--- config.mk ---
export PLATFORM = sky130hd
export DESIGN_NAME = integer_power_by_squaring
export DESIGN_NICKNAME = d
export VERILOG_FILES = /design/src/rtl/core/ips_pkg.sv /design/src/rtl/core/ips_ctrl.sv /design/src/rtl/core/ips_datapath.sv /design/src/rtl/core/integer_power_by_squaring.sv
export VERILOG_INCLUDE_DIRS = /design/src /design/src/rtl/core
export SDC_FILE = /design/constraint.sdc
export NUM_CORES = 2
export LEC_CHECK = 0
export BUFFER_PORTS_ARGS = -buffer_cell sky130_fd_sc_hd__clkbuf_2
export CELL_PAD_IN_SITES_DETAIL_PLACEMENT = 0
export CELL_PAD_IN_SITES_GLOBAL_PLACEMENT = 2
export CORE_AREA = 2 2 289 291
export DETAILED_ROUTE_END_ITERATION = 6
export DIE_AREA = 0 0 291 293
export HOLD_SLACK_MARGIN = 0.08
export PLACE_DENSITY_LB_ADDON = 0.25
export SETUP_SLACK_MARGIN = 0.4
export SYNTH_ARGS = -nofsm -noshare
export SYNTH_HDL_FRONTEND = slang
export SYNTH_SLANG_ARGS = --single-unit
--- constraint.sdc ---
create_clock -name i_clk -period 18.2 [get_ports i_clk]
set_input_delay 2.73 -clock i_clk [delete_from_list [all_inputs] [get_ports i_clk]]
set_output_delay 2.73 -clock i_clk [all_outputs]
set_load 0.01 [all_outputs]
--- src/rtl/core/assert_macros.svh ---
// Assertion macros for the top level of the power block.
`ifndef ASSERT_MACROS_SVH
`define ASSERT_MACROS_SVH

// Implication checked at every rising clock edge, off during reset.
`define ASSERT_CLK(label, prop, msg) \
    label: assert property (@(posedge i_clk) disable iff (!i_rst_n) (prop)) \
        else $error(msg);

// Condition that must never hold at a rising clock edge, off during reset.
`define ASSERT_NEVER(label, cond, msg) \
    label: assert property (@(posedge i_clk) disable iff (!i_rst_n) !(cond)) \
        else $error(msg);

`endif

--- src/rtl/core/ips_pkg.sv ---
// Package with command and status types shared by the power block modules.
package ips_pkg;

    // Commands from the controller to the datapath, at most one per cycle
    typedef struct packed {
        logic load;   // capture a new item and set up base, exponent, accumulator
        logic mul;    // form and register the partial products
        logic acc;    // sum partial products, update base, accumulator, exponent
        logic fin;    // capture the final result into the output registers
    } t_dp_cmd;

    // Status from the datapath to the controller
    typedef struct packed {
        logic exp_zero;   // remaining exponent is zero
        logic exp_last;   // remaining exponent has only its lowest bit left
    } t_dp_sts;

endpackage

--- src/rtl/core/ips_ctrl.sv ---
// Controller state machine that sequences the square-and-multiply datapath.
module ips_ctrl
    import ips_pkg::*;
(
    input  logic    i_clk,
    input  logic    i_rst_n,
    input  logic    i_in_valid,
    output logic    o_in_ready,
    output logic    o_out_valid,
    input  logic    i_out_ready,
    input  t_dp_sts i_sts,
    output t_dp_cmd o_cmd
);

    typedef enum logic [2:0] {
        S_IDLE,
        S_TEST,
        S_MUL,
        S_ACC,
        S_FIN
    } t_state;

    t_state r_state;
    t_state n_state;
    logic   r_out_valid;
    logic   n_out_valid;
    logic   out_free;

    assign o_in_ready  = (r_state == S_IDLE);
    assign o_out_valid = r_out_valid;
    assign out_free    = !r_out_valid || i_out_ready;

    // Decode next state and datapath commands
    always_comb begin
        n_state     = r_state;
        n_out_valid = r_out_valid && !i_out_ready;
        o_cmd       = '0;
        unique case (r_state)
            S_IDLE: begin
                if (i_in_valid) begin
                    o_cmd.load = 1'b1;
                    n_state    = S_TEST;
                end
            end
            S_TEST: begin
                n_state = i_sts.exp_zero ? S_FIN : S_MUL;
            end
            S_MUL: begin
                o_cmd.mul = 1'b1;
                n_state   = S_ACC;
            end
            S_ACC: begin
                o_cmd.acc = 1'b1;
                n_state   = i_sts.exp_last ? S_FIN : S_MUL;
            end
            S_FIN: begin
                // hold the result until the output register is free
                if (out_free) begin
                    o_cmd.fin   = 1'b1;
                    n_out_valid = 1'b1;
                    n_state     = S_IDLE;
                end
            end
            default: begin
                n_state = S_IDLE;
            end
        endcase
    end

    // Hold state and output valid
    always_ff @(posedge i_clk) begin
        if (!i_rst_n) begin
            r_state     <= S_IDLE;
            r_out_valid <= 1'b0;
        end else begin
            r_state     <= n_state;
            r_out_valid <= n_out_valid;
        end
    end

endmodule

--- src/rtl/core/ips_datapath.sv ---
// Datapath with base, exponent and accumulator registers and split multipliers.
module ips_datapath
    import ips_pkg::*;
#(
    parameter int DATA_WIDTH = 32
) (
    input  logic                  i_clk,
    input  t_dp_cmd               i_cmd,
    input  logic [DATA_WIDTH-1:0] i_base_value,
    input  logic [DATA_WIDTH-1:0] i_power,
    output t_dp_sts               o_sts,
    output logic [DATA_WIDTH-1:0] o_value,
    output logic                  o_divide_by_zero
);

    localparam int DW = DATA_WIDTH;
    localparam int H  = (DW + 1) / 2;   // low half width
    localparam int PW = 2 * H;          // partial product width

    logic [DW-1:0] r_base;
    logic [DW-1:0] r_acc;
    logic [DW-1:0] r_exp;
    logic          r_neg;
    logic [PW-1:0] r_sq_ll;
    logic [PW-1:0] r_sq_lh;
    logic [PW-1:0] r_mu_ll;
    logic [PW-1:0] r_mu_lh;
    logic [PW-1:0] r_mu_hl;
    logic [DW-1:0] r_value;
    logic          r_dz;

    logic [H-1:0]  b_lo;
    logic [H-1:0]  b_hi;
    logic [H-1:0]  a_lo;
    logic [H-1:0]  a_hi;
    logic [DW-1:0] e_abs;
    logic [DW-1:0] sq_sum;
    logic [DW-1:0] mu_sum;
    logic [DW-1:0] fin_value;
    logic          fin_dz;

    // Split base and accumulator into halves
    assign b_lo = r_base[H-1:0];
    assign b_hi = H'(r_base[DW-1:H]);
    assign a_lo = r_acc[H-1:0];
    assign a_hi = H'(r_acc[DW-1:H]);

    // Magnitude of the exponent; the most negative value stays negative and skips the loop
    assign e_abs = i_power[DW-1] ? (DW'(0) - i_power) : i_power;

    // Low words of the square and of the product, from registered partial products
    assign sq_sum = r_sq_ll[DW-1:0] + (r_sq_lh[DW-1:0] << (H + 1));
    assign mu_sum = r_mu_ll[DW-1:0] + (r_mu_lh[DW-1:0] << H) + (r_mu_hl[DW-1:0] << H);

    // Reciprocal step for a negative exponent
    always_comb begin
        fin_value = r_acc;
        fin_dz    = 1'b0;
        if (r_neg) begin
            if (r_acc == DW'(1) || (&r_acc)) begin
                fin_value = r_acc;
            end else begin
                fin_value = '0;
                fin_dz    = (r_acc == '0);
            end
        end
    end

    // Load, multiply and update the working registers
    always_ff @(posedge i_clk) begin
        if (i_cmd.load) begin
            r_base <= i_base_value;
            r_acc  <= DW'(1);
            r_neg  <= i_power[DW-1];
            r_exp  <= e_abs[DW-1] ? '0 : e_abs;
        end
        if (i_cmd.mul) begin
            r_sq_ll <= PW'(b_lo) * PW'(b_lo);
            r_sq_lh <= PW'(b_lo) * PW'(b_hi);
            r_mu_ll <= PW'(a_lo) * PW'(b_lo);
            r_mu_lh <= PW'(a_lo) * PW'(b_hi);
            r_mu_hl <= PW'(a_hi) * PW'(b_lo);
        end
        if (i_cmd.acc) begin
            r_base <= sq_sum;
            if (r_exp[0]) begin
                r_acc <= mu_sum;
            end
            r_exp <= r_exp >> 1;
        end
        if (i_cmd.fin) begin
            r_value <= fin_value;
            r_dz    <= fin_dz;
        end
    end

    assign o_sts.exp_zero  = (r_exp == '0);
    assign o_sts.exp_last  = (r_exp[DW-1:1] == '0);
    assign o_value          = r_value;
    assign o_divide_by_zero = r_dz;

endmodule

--- src/rtl/core/integer_power_by_squaring.sv ---
// Top level of the integer power block: controller, datapath and checks.
//
// Raises a signed base to a signed exponent by square-and-multiply,
// products wrapping modulo 2^DATA_WIDTH; a negative exponent yields the
// truncated reciprocal and flags divide-by-zero when the power wraps to zero.
// Input channel: i_in_valid / o_in_ready with i_base_value and i_power.
// Output channel: o_out_valid / i_out_ready with o_value and o_divide_by_zero.
// One item is worked on at a time. Each exponent bit up to the highest set
// bit of its magnitude goes through the shared split multipliers in a
// partial-product step and then a sum step; a zero exponent skips the loop.
// The result sits in an output register, so a new item is accepted while the
// previous result waits; if the receiver stalls, the finished item holds in
// the controller until the output register frees.
// Reset (synchronous, active low) drops any item in flight and clears valid.
`include "assert_macros.svh"

module integer_power_by_squaring
    import ips_pkg::*;
#(
    parameter int DATA_WIDTH = 32
) (
    input  logic                         i_clk,
    input  logic                         i_rst_n,
    input  logic                         i_in_valid,
    output logic                         o_in_ready,
    input  logic signed [DATA_WIDTH-1:0] i_base_value,
    input  logic signed [DATA_WIDTH-1:0] i_power,
    output logic                         o_out_valid,
    input  logic                         i_out_ready,
    output logic signed [DATA_WIDTH-1:0] o_value,
    output logic                         o_divide_by_zero
);

    t_dp_cmd               w_cmd;
    t_dp_sts               w_sts;
    logic [DATA_WIDTH-1:0] w_value;

    // Sequence the item
    ips_ctrl u_ctrl (
        .i_clk       (i_clk),
        .i_rst_n     (i_rst_n),
        .i_in_valid  (i_in_valid),
        .o_in_ready  (o_in_ready),
        .o_out_valid (o_out_valid),
        .i_out_ready (i_out_ready),
        .i_sts       (w_sts),
        .o_cmd       (w_cmd)
    );

    // Compute the power
    ips_datapath #(
        .DATA_WIDTH (DATA_WIDTH)
    ) u_datapath (
        .i_clk            (i_clk),
        .i_cmd            (w_cmd),
        .i_base_value     (i_base_value),
        .i_power          (i_power),
        .o_sts            (w_sts),
        .o_value          (w_value),
        .o_divide_by_zero (o_divide_by_zero)
    );

    assign o_value = signed'(w_value);

    // Check controller and datapath consistency
    `ASSERT_CLK(a_busy_after_accept, (i_in_valid && o_in_ready) |=> !o_in_ready, "accepted item did not block the input")
    `ASSERT_CLK(a_fin_needs_room, w_cmd.fin |-> (!o_out_valid || i_out_ready), "result overwrote a waiting item")
    `ASSERT_CLK(a_one_cmd, $onehot0(w_cmd), "more than one datapath command in a cycle")
    `ASSERT_CLK(a_dz_zero_value, (o_out_valid && o_divide_by_zero) |-> (o_value == '0), "divide flag with a nonzero value")

endmodule

* Word-level counts from Yosys, hierarchy flattened
Index checks and enable logic that the tools add are counted.
Cells by class: add/sub/neg operators 4, multipliers 5, equal/unequal tests 7, muxes and demuxes 24, bitwise gates (word level) 1, reduce and logical (&&, ||, !) cells 13
Operators with widths (count):
- two-way mux 32 bit | 8
- adder 32 bit | 3
- two-way mux 31 bit | 3
- logical NOT 32 bit | 2
- multiplier 16 x 16 -> 32 bit | 2
- == test 32 x 1 -> 1 bit, second input constant | 1
- multiplier 16 x 16 -> 16 bit | 2
- AND reduction 32 bit | 1
- subtractor 1 x 32 -> 32 bit, first input constant | 1
- logical NOT 31 bit | 1
- multiplier 16 x 16 -> 15 bit | 1
- case mux 3 bit (5 select lines) | 1
- two-way mux 3 bit | 4
- two-way mux 1 bit | 8
- == test 3 x 2 -> 1 bit, second input constant | 2
- == test 3 x 1 -> 1 bit, second input constant | 1
- == test 3 bit, second input constant | 1
- logical NOT 3 bit | 1
- logical NOT 1 bit | 2
- logical OR 1 bit | 2
- != test 2 x 1 -> 1 bit, second input constant | 1
- != test 2 bit, second input constant | 1
- AND reduction 2 bit | 1
- nonzero test 2 bit | 1
- 3 further kinds | 3
Storage, ports and cells: register bits 244, input bits 68, output and inout bits 35, word-level logic and storage cells 67

* Longest topological paths before layout
word-level depth 5, depth in mapped cells 25

* Modules after synthesis
From an unflattened synthesis, not the netlist that was laid out.
Second synthesis, totals: cells, all modules 3990, area, all modules 37676.1 um^2
By module, submodules not included:
- ips_datapath | times used 1, cells each 3969, area each 37464.7 um^2, seq. area each 6856.6 um^2
- ips_ctrl | times used 1, cells each 21, area each 211.5 um^2, seq. area each 80.1 um^2

* Worst setup path before layout
No wires, ideal clock.
path kind flip-flop to flip-flop, from register u_ctrl.r_state[2], to register u_datapath.r_mu_hl[0], enable pin, library setup time 0.737 ns, data arrival time 8.510 ns, required time 17.463 ns, slack 8.953 ns, stages on the path, launching flop included 3, path buffers 1, path through dfxtp_1 > clkbuf_1 > nor3b_1
Between the ends: word-level cells in the longest chain between the ends 2
Ends and longest elaborated chain:
- start, declared | RTL line ips_ctrl.sv:23 | t_state r_state;
- start signal, assigned | RTL line ips_ctrl.sv:76 | r_state <= n_state;
- == test 3 x 2 -> 1 bit | RTL line ips_ctrl.sv:38 | unique case (r_state)
- two-way mux 1 bit | RTL line ips_ctrl.sv:38
- end signal, assigned | RTL line ips_datapath.sv:82 | r_mu_hl <= PW'(a_hi) * PW'(b_lo);
- end, declared | RTL line ips_datapath.sv:28 | logic [PW-1:0] r_mu_hl;
Every way passes these cells. A chain may end at the register's enable or synchronous reset.

* Worst setup path after layout
from register u_datapath.r_base[3], to register u_datapath.r_mu_ll[31] (data pin)
Between the ends: word-level cells in the longest chain between the ends 1
Ends and longest elaborated chain:
- start, declared | RTL line ips_datapath.sv:20 | logic [DW-1:0] r_base;
- start signal, assigned | RTL line ips_datapath.sv:72 | r_base <= i_base_value;
- start signal, assigned | RTL line ips_datapath.sv:85 | r_base <= sq_sum;
- multiplier 16 x 16 -> 32 bit | RTL line ips_datapath.sv:80 | r_mu_ll <= PW'(a_lo) * PW'(b_lo);
- end signal, assigned | RTL line ips_datapath.sv:80
- end, declared | RTL line ips_datapath.sv:26 | logic [PW-1:0] r_mu_ll;
Every way passes these cells.

==> run metrics <==
Synth top area share 0.3223; Warnings, synthesis 0; DIE HEIGHT 293 um; PD cells about 150 nW/um2; total design power between 6000 and 7000 uW; DR iter-0 viols 1222; detailed-route DRC error count 0; Slew HR 0.3017; sequential share of the synthesized area 0.1852; RSZ-0062 raised after global routing false; Worst setup SP type flip-flop; design area 40200 um2; first drt pass iteration count 5; worst slew pin tran between 1 and 1.5 ns; worst setup margin ~11 ns; GPL Wtd Cong 0.8316; clock root cell clkbuf_16; setup_tns 0 ns; Syn Area/Cell 9.369 um2; Reg clk slew, reported paths 0.05 ns; # rows 105; ys flop type edfxtp_1; Initial Utilization 0.4576; Worst path most repeated cell fa_1; Post-CTS Setup Inserts 0; gr usage total 0.2377; CORE AREA 81850 um2; most frequent cells in the layout 815 x inv_1, 603 x fa_1, 596 x nand2_1; Worst Hold Slack 0.4617 ns; die width around 290 um; fillers 7803; Buf/Inv on CP 4; commonest non-fill, non-tap cell in the layout inv_1; layout cell share with drive strength beyond 1 0.05741; Synth Register Bits 243; hold_buf cts 0; Synth area leaders fa_1 32%, edfxtp_1 17%, ha_1 12%; WS Path Type reg2reg; Net Count, Synth between 5000 and 6000; CTS Buffer Depth 3; initial antenna violation count 5; Final Hold Vio Count 0; crit path from u_datapath.r_base[3]; Yosys cell types 68; HPWL after DPL around 71 mm; FMAX between 0.1 and 0.15 GHz; Cell Area, Synth 37450 um2; Num CTS Buffers 35; Arrival @ worst endpoint about 7.6 ns; Slowest Stage Delay on Critical Path around 0.76 ns; Post-Route WL between 90 and 100 mm; register area 6937 um2; Final Setup Violations 0; clk_lat worst skew 0.57 ns; Via density roughly 5.1; CP max FO 36; Clock Sinks 243; number of global-route vias before repair ~28000; skew final 0.02419 ns; HP Class reg2reg; TritonCTS clock tree yes; Max-Cap Viols 0; Remaining Overflow, GRT 0; leading area contributor after synthesis fa_1; Synth async-reset ratio 0; crit-path leading delay family adder cells; Post-synth EDFFs 207; Wirelength per Cell 19.00 um; largest net degree at the start of global routing 64; IO Port Bufs 102; Top Ports between 100 and 150; worst slack, placed 10.91 ns; CP max-delay cell edfxtp_1; Final Max Slew Viols 0; post-route ant nets 0; Pleak 0.01940 uW; min cycle time layout 7.170 ns; worst reg2reg startpoint u_datapath.r_base[3]; Post-DP Area 38980 um2; CTS resizes 0; first-pass GRT wire length 157.1 mm; worst-path cell chain buf_4 -> nand2_1 -> fa_1 -> fa_1 -> inv_1 -> fa_1 -> inv_1 -> fa_1 -> fa_1 -> fa_1 -> inv_1 -> ha_1 -> a211oi_1 -> o211ai_1 -> a31oi_1 -> a311oi_1 -> a311oi_1 -> nor2_1 -> a21o_1 -> a311oi_1; CP required 18.59 ns; area growth from synthesis to layout 7.337%; Die Area 85260 um2; CP endpoint kind flip-flop; via count 25910; cell count after synthesis 3997; Hold Startpoint u_datapath.r_mu_ll[10]; htree depth 2; period utilization 0.3940; area of the multi-input gates 26740 um2; Max VDD drop about 0.23 mV; status finished, final reports clean; Nets 5040
final timing paths:
| path | end | depth (start not counted) | slack, ns |
|---|---|---|---|
| worst max-delay path | u_datapath.r_mu_ll[31] | 20 | 11.03 |
| worst min-delay path | u_datapath.r_acc[10] | 1 | 0.46 |
| worst max register to register | u_datapath.r_mu_ll[31] | 20 | 11.03 |
| worst min register to register | u_datapath.r_acc[10] | 1 | 0.46 |
synthesized netlist by cell type (5+ instances only):
| cell type | n |
|---|---|
| inv_1 | 815 |
| fa_1 | 603 |
| nand2_1 | 596 |
| ha_1 | 371 |
| and2_1 | 354 |
| edfxtp_1 | 207 |
| clkbuf_1 | 181 |
| xnor2_1 | 150 |
| o21ai_0 | 111 |
| a21oi_1 | 76 |
| xor2_1 | 74 |
| nor2_1 | 73 |
| dfxtp_1 | 36 |
| a21o_1 | 30 |
| nor3_1 | 30 |
| nor4_1 | 22 |
| nand3_1 | 20 |
| nor2b_1 | 20 |
| a31oi_1 | 19 |
| a22o_1 | 17 |
| o21a_1 | 16 |
| o31ai_1 | 16 |
| nand4_1 | 14 |
| and3_1 | 13 |
| or2_2 | 12 |
| or3_1 | 12 |
| nand2b_1 | 11 |
| o41ai_1 | 11 |
| a211oi_1 | 10 |
| o21bai_1 | 7 |
| o211ai_1 | 6 |
| buf_1 | 5 |
| mux2i_1 | 5 |
cell families (layout without fill, tap and decap cells):
group	Yosys count	count (layout)	share of synthesized area
AO/OA/AOI/OAI	346	346	0.05793
XOR/XNOR	224	224	0.05239
adder cells (fa/ha/maj)	974	974	0.4463
buffers and inverters	1006	1033	0.1014
flip-flops	243	243	0.1852
multiplexers	7	7	0.001938
other	0	1	0
AND/OR/NAND/NOR	1197	1197	0.1548
report_power, final:
| group | total [uW] | internal, uW | switching (uW) |
|---|---|---|---|
| sequential | 968 | 903 | 65.0 |
| clock | 732 | 452 | 280 |
| combinational | 4440 | 1870 | 2570 |
flip-flops by register name, summed over array words and instances, names as in the netlist:
signal / flops
u_datapath.o_value: 32
u_datapath.r_mu_hl: 16
u_datapath.r_base: 32
u_datapath.r_mu_ll: 32
u_datapath.r_exp: 31
u_ctrl.r_state: 3
u_datapath.r_acc: 32
u_datapath.r_neg: 1
u_datapath.o_divide_by_zero: 1
u_datapath.r_mu_lh: 16
u_datapath.r_sq_ll: 31
u_ctrl.o_out_valid: 1
u_datapath.r_sq_lh: 15
per-stage QoR:
step | cells | util
3_5_place_dp | 5031 | 0.4763
2_1_floorplan | 3997 | -
5_1_grt | 5094 | 0.4911
4_1_cts | 5094 | 0.4911
3_3_place_gp | 5031 | 0.4763
6_report | 5095 | 0.4911
routing by layer:
metal	global-route usage	vias to the layer above	part of all wire
met4	0.05131	0	0.019
li1	-	12310	-
met2	0.4069	461	0.48
met5	0	-	0
met1	0.3245	13050	0.45
met3	0.02920	86	0.045
layout make-up:
type	count	share of cell area
multi-input cells	2748	0.6652
flip-flops and latches	243	0.1726
inverters	816	0.07620
well taps	1070	0.03331
clock buffers	47	0.02341
repair buffers	154	0.02241
clock inverters	16	0.006817
diodes	1	0.00006225
Power figures use the tool's default switching activity.
